**src/dirt_pkg.sv**
```systemverilog
package dirt_pkg;

    localparam int ENTRIES     = 64;
    localparam int SLOT_BITS   = $clog2(ENTRIES);
    localparam int USED_BITS   = $clog2(ENTRIES + 1);
    localparam int INST_BITS   = 16;
    localparam int CNT_BITS    = INST_BITS + 1;
    localparam int WORD_BITS   = 32;
    localparam int CMD_BITS    = 2;
    localparam int STATUS_BITS = 3;

    typedef enum logic [CMD_BITS-1:0] {
        CMD_ADD    = 2'd0,
        CMD_REMOVE = 2'd1,
        CMD_READ   = 2'd2,
        CMD_NOP    = 2'd3
    } t_cmd;

    // A read of a valid slot also answers ST_MERGED.
    typedef enum logic [STATUS_BITS-1:0] {
        ST_MERGED    = 3'd0,
        ST_APPENDED  = 3'd1,
        ST_REMOVED   = 3'd2,
        ST_TRIMMED   = 3'd3,
        ST_SPLIT     = 3'd4,
        ST_NOT_FOUND = 3'd5,
        ST_FULL      = 3'd6
    } t_status;

    typedef struct packed {
        logic [INST_BITS-1:0]        base;
        logic [CNT_BITS-1:0]         count;
        logic [WORD_BITS-1:0]        first_index;
        logic signed [WORD_BITS-1:0] base_vertex;
        logic [WORD_BITS-1:0]        index_count;
    } t_entry;

    typedef struct packed {
        logic                 add_hit;
        logic                 rem_hit;
        logic                 merge_ok;
        logic                 single;
        logic                 top_end;
        logic                 low_end;
        logic [CNT_BITS-1:0]  sum;
        logic [INST_BITS-1:0] base_inc;
        logic [CNT_BITS-1:0]  count_dec;
        logic [INST_BITS-1:0] upper_base;
        logic [CNT_BITS-1:0]  upper_count;
        logic [CNT_BITS-1:0]  lower_count;
    } t_unit_res;

endpackage

```
**src/dirt_unit.sv**
```systemverilog
module dirt_unit (
    input  dirt_pkg::t_entry               i_ent,
    input  logic [dirt_pkg::INST_BITS-1:0] i_idx,
    input  logic [dirt_pkg::CNT_BITS-1:0]  i_len,
    input  logic [dirt_pkg::WORD_BITS-1:0] i_fi,
    output dirt_pkg::t_unit_res            o_res
);

    localparam int EXT_BITS = dirt_pkg::CNT_BITS + 1;

    logic [EXT_BITS-1:0] run_end;
    logic [EXT_BITS-1:0] idx_ext;
    logic [EXT_BITS-1:0] idx_p1;
    logic [EXT_BITS-1:0] sum_ext;
    logic [EXT_BITS-1:0] upper_diff;

    // Run ends are compared at full width so that they never wrap.
    assign run_end    = EXT_BITS'(i_ent.base) + EXT_BITS'(i_ent.count);
    assign idx_ext    = EXT_BITS'(i_idx);
    assign idx_p1     = idx_ext + EXT_BITS'(1);
    assign sum_ext    = EXT_BITS'(i_ent.count) + EXT_BITS'(i_len);
    assign upper_diff = run_end - idx_p1;

    always_comb begin
        o_res.add_hit     = (run_end == idx_ext);
        o_res.rem_hit     = (i_ent.base <= i_idx) && (run_end > idx_ext);
        o_res.merge_ok    = (i_ent.first_index == i_fi) && !sum_ext[EXT_BITS-1];
        o_res.sum         = sum_ext[dirt_pkg::CNT_BITS-1:0];
        o_res.single      = (i_ent.count == dirt_pkg::CNT_BITS'(1));
        o_res.top_end     = (run_end == idx_p1);
        o_res.low_end     = (i_ent.base == i_idx);
        o_res.base_inc    = i_ent.base + dirt_pkg::INST_BITS'(1);
        o_res.count_dec   = i_ent.count - dirt_pkg::CNT_BITS'(1);
        o_res.upper_base  = i_idx + dirt_pkg::INST_BITS'(1);
        o_res.upper_count = upper_diff[dirt_pkg::CNT_BITS-1:0];
        o_res.lower_count = dirt_pkg::CNT_BITS'(i_idx - i_ent.base);
    end

endmodule

```
**config.mk**
```make
export PLATFORM = sky130hd
export DESIGN_NAME = dirt_unit
export DESIGN_NICKNAME = d
export VERILOG_FILES = /design/src/dirt_pkg.sv /design/src/dirt_unit.sv
export SDC_FILE = /design/constraint.sdc
export NUM_CORES = 1
export LEC_CHECK = 0
export BUFFER_PORTS_ARGS = -buffer_cell sky130_fd_sc_hd__buf_4
export CAP_MARGIN = 20
export CORE_ASPECT_RATIO = 0.7
export CORE_MARGIN = 2
export CORE_UTILIZATION = 41
export DETAILED_ROUTE_END_ITERATION = 16
export GPL_TIMING_DRIVEN = 0
export PLACE_DENSITY = 0.92
export SLEW_MARGIN = 20
export SYNTH_ARGS = -nofsm -noshare
export SYNTH_HDL_FRONTEND = slang
export SYNTH_SLANG_ARGS = --single-unit
```
**constraint.sdc**
```tcl
create_clock -name vclk -period 3.3
set_input_delay 0.33 -clock vclk [all_inputs]
set_output_delay 0.33 -clock vclk [all_outputs]
set_load 0.05 [all_outputs]
```
==> results of run 1 <==
critical path: stages:
cell and delay [ps]:
buf_8 100, ha_4 230, a21o_1 170, a211o_1 320
a311o_1 330, a31oi_2 180, o21bai_1 110, a21oi_2 170
xnor2_2 90, ha_1 320, nand4_1 110, nor2_2 180
nand2_1 100, a21oi_2 170, a2111oi_2 70, a31oi_1 270
a2bb2oi_4 190, buf_8 160
final cells by class:
| class | count | area, um2 | share of cell area (%) |
|---|---|---|---|
| Multi-Input combinational cell | 574 | 5230 | 65.7 |
| Tap cell | 153 | 191 | 2.41 |
| Inverter | 69 | 267 | 3.35 |
| Timing Repair Buffer | 281 | 2270 | 28.5 |
through the flow:
step	hold slack, ps	cells	setup TNS [ps]	power [mW]	cell area, um2
6_report	1010	1077	-5620	3.22	7960
5_1_grt	1020	1077	-7330	3.38	7960
4_1_cts	1010	1064	-3780	3.06	7750
3_5_place_dp	1010	1034	-8980	2.71	7010
3_3_place_gp	1010	1034	-8200	2.67	7010
2_1_floorplan	764	645	-2150	1.94	5050
logic make-up after synthesis:
group                    synth area share, %
AND/OR/NAND/NOR                         21.1
AO/OA/AOI/OAI                           24.1
XOR/XNOR                                23.3
adder cells (fa/ha/maj)                 25.4
buffers and inverters                   5.67
multiplexers                           0.453
routing by layer:
metal,vias up,share of wire [%],GRT usage (%),wire (um)
met5,-,0,0,0
met4,0,2.7,6.79,514
met3,55,8.9,4.28,1690
met2,326,48,54.3,9200
met1,2844,40,35.1,7570
li1,2894,-,-,-
power groups by stage:
stage          Clock, mW  Combinational [mW]  Sequential [mW]
6_report               0                3.22                0
5_1_grt                0                3.38                0
2_1_floorplan          0                1.94                0
4_1_cts                0                3.06                0
3_3_place_gp           0                2.67                0
3_5_place_dp           0                2.71                0
timing repair:
item                       in CTS  in global routing
pin swaps                      57                 33
setup buffers                  32                 15
gates resized for setup        98                 24
hold buffers                    0                  0
setup endpoints to repair      14                 15
layout by cell type (no fill, tap or decap), types with 17 or more instances in the layout:
cell type	n
buf_6	24
nor2_1	38
a21o_1	18
xnor2_1	86
ha_1	69
ha_4	17
nand2_1	36
inv_1	66
nand3_1	21
buf_4	250
nand4_1	20
a21oi_1	36
worst max path at each step:
stage,startpoint,endpoint,slack (ps),depth (start not counted)
after floorplan,i_ent[96],o_res[33],-450,18
after global placement,i_ent[96],o_res[33],-1030,20
after detailed placement,i_ent[96],o_res[33],-1100,20
after CTS,i_ent[119],o_res[104],-570,18
after global routing,i_ent[113],o_res[104],-770,20
final,i_ent[106],o_res[104],-630,18
==> run_results.csv, run 1 <==
group,metric,value,unit
run_status,status,"finished with violations",
run_status,violations,"setup timing",
synthesis,ys_warn_count,0,
cells_and_area,fin_nets,1213,
synthesis,syn_inst,645,
placement,hpwl,14.9,mm
floorplan,die_h,93.6,um
global_routing,grt.overflow.total,0,
setup_path,end_kind,"output port",
placement,place_congestion,0.990,
power_and_ir_drop,ir_drop,0.403,mV
timing,finalCritPeriodShare,119,%
timing,rsz0062_at_grt,"true",
cells_and_area,n_fill_cell,833,
run,maxCapViolCount,0,
setup_path,startpoint_type,"input port",
cells_and_area,final_util,71.7,%
placement,io_buffers,236,
synthesis,ys_seq_area_share,0,%
global_routing,grt_start_max_net_pins,9,
detailed_routing,viasPerCell,5.68,
floorplan,io_pins,300,
global_routing,antenna_found_initial,0,
synthesis,synth_nets,932,
timing,setup_slack,-630,ps
detailed_routing,drt_iter0_drc,398,
synthesis,syn_area,4700,um2
detailed_routing,via_count,6119,
synthesis,synth_area_leader_cell,"ha_1",
power_and_ir_drop,p_int,1.30,mW
global_routing,grt_pass1_vias,6024,
global_routing,grt_pass1_wl,29.4,mm
setup_path,worstSetupPathType,"input port to output port",
setup_path,cp_max_fo,2,
cells_and_area,flops_and_latches,0,
detailed_routing,remaining_drc_errors,0,
power_and_ir_drop,power_density,405,nW/um2
power_and_ir_drop,leakagePower,3.73,nW
cells_and_area,regArea,0,um2
synthesis,yosysMostFrequentCell,"xnor2_1",
timing,maxSlewHeadroom,52.2,%
synthesis,netlist_top_cells_area,"ha_1 24%, xnor2_1 20%, inv_1 5.5%",
power_and_ir_drop,sequentialPowerShare,0,%
power_and_ir_drop,pwr-share-clk,0,%
detailed_routing,wl,19.0,mm
synthesis,synthTopCellsByCount,"106 x xnor2_1, 89 x ha_1, 69 x inv_1",
synthesis,synth.avg_cell_area,7.28,um2
detailed_routing,ant_nets,0,
floorplan,fp-row-count,32,
setup_path,cp.required,2970,ps
synthesis,yosysUniqueCellTypes,59,
placement,place_ws,-1100,ps
min_path,hp-class,"input port to output port",
synthesis,synth_top_area_share,23.7,%
cells_and_area,antenna_cells,0,
floorplan,core_area,11100,um2
cells_and_area,area_delta_synth_final,69.3,%
detailed_routing,wl_per_cell,17.6,um
min_path,hold_start,"i_ent[123]",
timing,drv_slew,0,
timing,period_needed,3930,ps
cells_and_area,nClkBuffers,0,
power_and_ir_drop,p_comb_share,100.0,%
timing,worst_slew_pin_slew,711,ps
cells_and_area,drive_gt1_share,41.8,%
power_and_ir_drop,p_sw_share,59.7,%
detailed_routing,dr.pass1.iters,5,
setup_path,crit_arrival,3600,ps
floorplan,start_util,42.4,%
timing,finalHoldViolCount,0,
power_and_ir_drop,p_switching,1.92,mW
min_path,worstHoldEndpoint,"o_res[77]",
floorplan,die_w,132,um
floorplan,die_area,12300,um2
timing,setup_viol,14,
min_path,holdPathStages,3,
global_routing,grt_usage,29.0,%
timing,clock.fmax,254,MHz
Note: power is estimated with default switching activity, not from simulation.
==> run 2, diff against run 1 <==
SETUP_SLACK_MARGIN = 0.3   (was not set)
==> run_results.csv, run 2 (synthesized netlist as in run 1, its figures left out) <==
group,metric,value,unit
setup_path,cp_top_family,"compound AO/OA/AOI/OAI gates",
floorplan,die_h,93.6,um
cells_and_area,layout_common_cells,"268 x buf_4, 80 x xnor2_1, 64 x ha_1",
run,maxCapViolCount,0,
cells_and_area,stdcell_area,8620,um2
setup_path,worstSetupPathType,"input port to output port",
setup_path,cp.required,2970,ps
timing,setup_viol,13,
global_routing,grt_pass1_wl,30.7,mm
detailed_routing,via_count,6340,
timing,setup_slack,-682,ps
setup_path,path_cells,"buf_12 -> ha_4 -> inv_2 -> fa_2 -> nor2b_4 -> o31ai_4 -> a21oi_4 -> o21ai_2 -> nand2b_1 -> a21oi_2 -> xnor2_2 -> buf_4 -> buf_4 -> ha_1 -> a21oi_1 -> nor2b_1 -> o211ai_1 -> a21boi_0 -> a2111oi_2 -> a31oi_2 -> a2bb2oi_4 -> buf_6",
global_routing,grt_usage,30.9,%
timing,rsz0062_at_grt,"true",
setup_path,crit_arrival,3650,ps
timing,finalCritPeriodShare,121,%
global_routing,antenna_found_initial,0,
timing,finalHoldViolCount,0,
placement,placed_cells,1034,
cells_and_area,finalNonFillerCells,1101,
detailed_routing,dr.pass1.iters,5,
placement,io_buffers,236,
cells_and_area,fin_nets,1237,
timing,worst_slew_pin_slew,774,ps
cells_and_area,regArea,0,um2
cells_and_area,area_delta_synth_final,83.5,%
min_path,worstHoldEndpoint,"o_res[60]",
min_path,hold_start,"i_ent[106]",
timing,drv_slew,0,
run_status,status,"finished with violations",
floorplan,start_util,42.4,%
placement,place_congestion,0.941,
cells_and_area,final_common_cell,"buf_4",
clock_tree,postCtsHoldBufs,0,
setup_path,critPathSlowestCell,"fa_2",
min_path,hp-class,"input port to output port",
placement,place_area,7170,um2
timing,maxSlewHeadroom,48.0,%
power_and_ir_drop,power_density,410,nW/um2
setup_path,cpPeakStageDelay,370,ps
setup_path,end_kind,"output port",
timing,period_needed,3980,ps
setup_path,path_depth,22,
detailed_routing,remaining_drc_errors,0,
detailed_routing,viasPerCell,5.76,
min_path,holdPathStages,3,
detailed_routing,wl_per_cell,19.9,um
timing,clock.fmax,251,MHz
cells_and_area,nClkBuffers,0,
power_and_ir_drop,ir_drop,0.351,mV
floorplan,fp-row-count,32,
setup_path,path_buf_inv,5,
global_routing,grt_start_max_net_pins,9,
detailed_routing,wl,21.9,mm
placement,place_ws,-1150,ps
setup_path,startpoint_type,"input port",
cells_and_area,antenna_cells,0,
detailed_routing,ant_nets,0,
global_routing,grt.overflow.total,0,
placement,hpwl,15.3,mm
setup_path,cpMostUsedCell,"buf_4",
global_routing,grt_pass1_vias,6044,
run_status,violations,"setup timing",
floorplan,io_pins,300,
setup_path,cp_max_fo,3,
power_and_ir_drop,leakagePower,3.94,nW
cells_and_area,flops_and_latches,0,
cells_and_area,drive_gt1_share,48.1,%
floorplan,core_area,11100,um2
floorplan,die_area,12300,um2
floorplan,die_w,132,um
detailed_routing,drt_iter0_drc,390,
[run 2: cell types whose count changed in the layout (fill, tap and decap cells not counted), moves of 5 or more]
cell	before	now
xnor2_1	86	80
a21oi_1	36	28
ha_4	17	24
ha_1	69	64
buf_4	250	268
[run 2: area by class of cell]
class	instances	area [um2]
Multi-Input combinational cell	574	5650
Timing Repair Buffer	303	2480
Fill cell	710	2470
Inverter	69	267
Tap cell	153	191
Buffer	2	30.0
[run 2: power by group]
part | leakage, nW | total [mW] | internal (mW) | switching, mW
registers | 0 | 0 | 0 | 0
logic | 3.94 | 3.53 | 1.47 | 2.07
clock network | 0 | 0 | 0 | 0
[run 2: timing repair]
| action | CTS | global route |
|---|---|---|
| resized for setup | 129 | 53 |
| cloned | 0 | 0 |
| setup endpoints to repair | 20 | 27 |
| pin swaps | 56 | 59 |
| setup buffers | 40 | 27 |
[run 2: how the worst max path moves through the flow]
stage	start	endpoint	slack [ps]
final	i_ent[113]	o_res[104]	-680
after floorplan	i_ent[96]	o_res[33]	-450
after global placement	i_ent[113]	o_res[33]	-1050
after global routing	i_ent[119]	o_res[104]	-800
after CTS	i_ent[119]	o_res[104]	-630
after detailed placement	i_ent[113]	o_res[33]	-1150
[run 2: per-layer routing]
metal | share of wire (%) | up-vias | track usage, %
met2 | 51 | 372 | 59.8
met3 | 7.2 | 79 | 4.23
met4 | 3.6 | 0 | 8.06
met5 | 0 | - | 0
met1 | 38 | 2951 | 35.8
li1 | - | 2938 | -
[run 2: per-stage QoR]
step	power (mW)	utilization [%]	hold WS [ps]	setup TNS [ps]
6_report	3.53	77.7	1020	-5400
5_1_grt	3.68	77.7	1020	-6730
3_5_place_dp	2.78	64.7	1010	-8760
4_1_cts	3.24	73.4	1010	-4210
2_1_floorplan	2.00	-	764	-2290
3_3_place_gp	2.73	64.7	1010	-7820
[run 2: worst min-delay path, cell delays in order]
cell and delay [ps]:
buf_6 110, xor2_1 70, buf_4 180
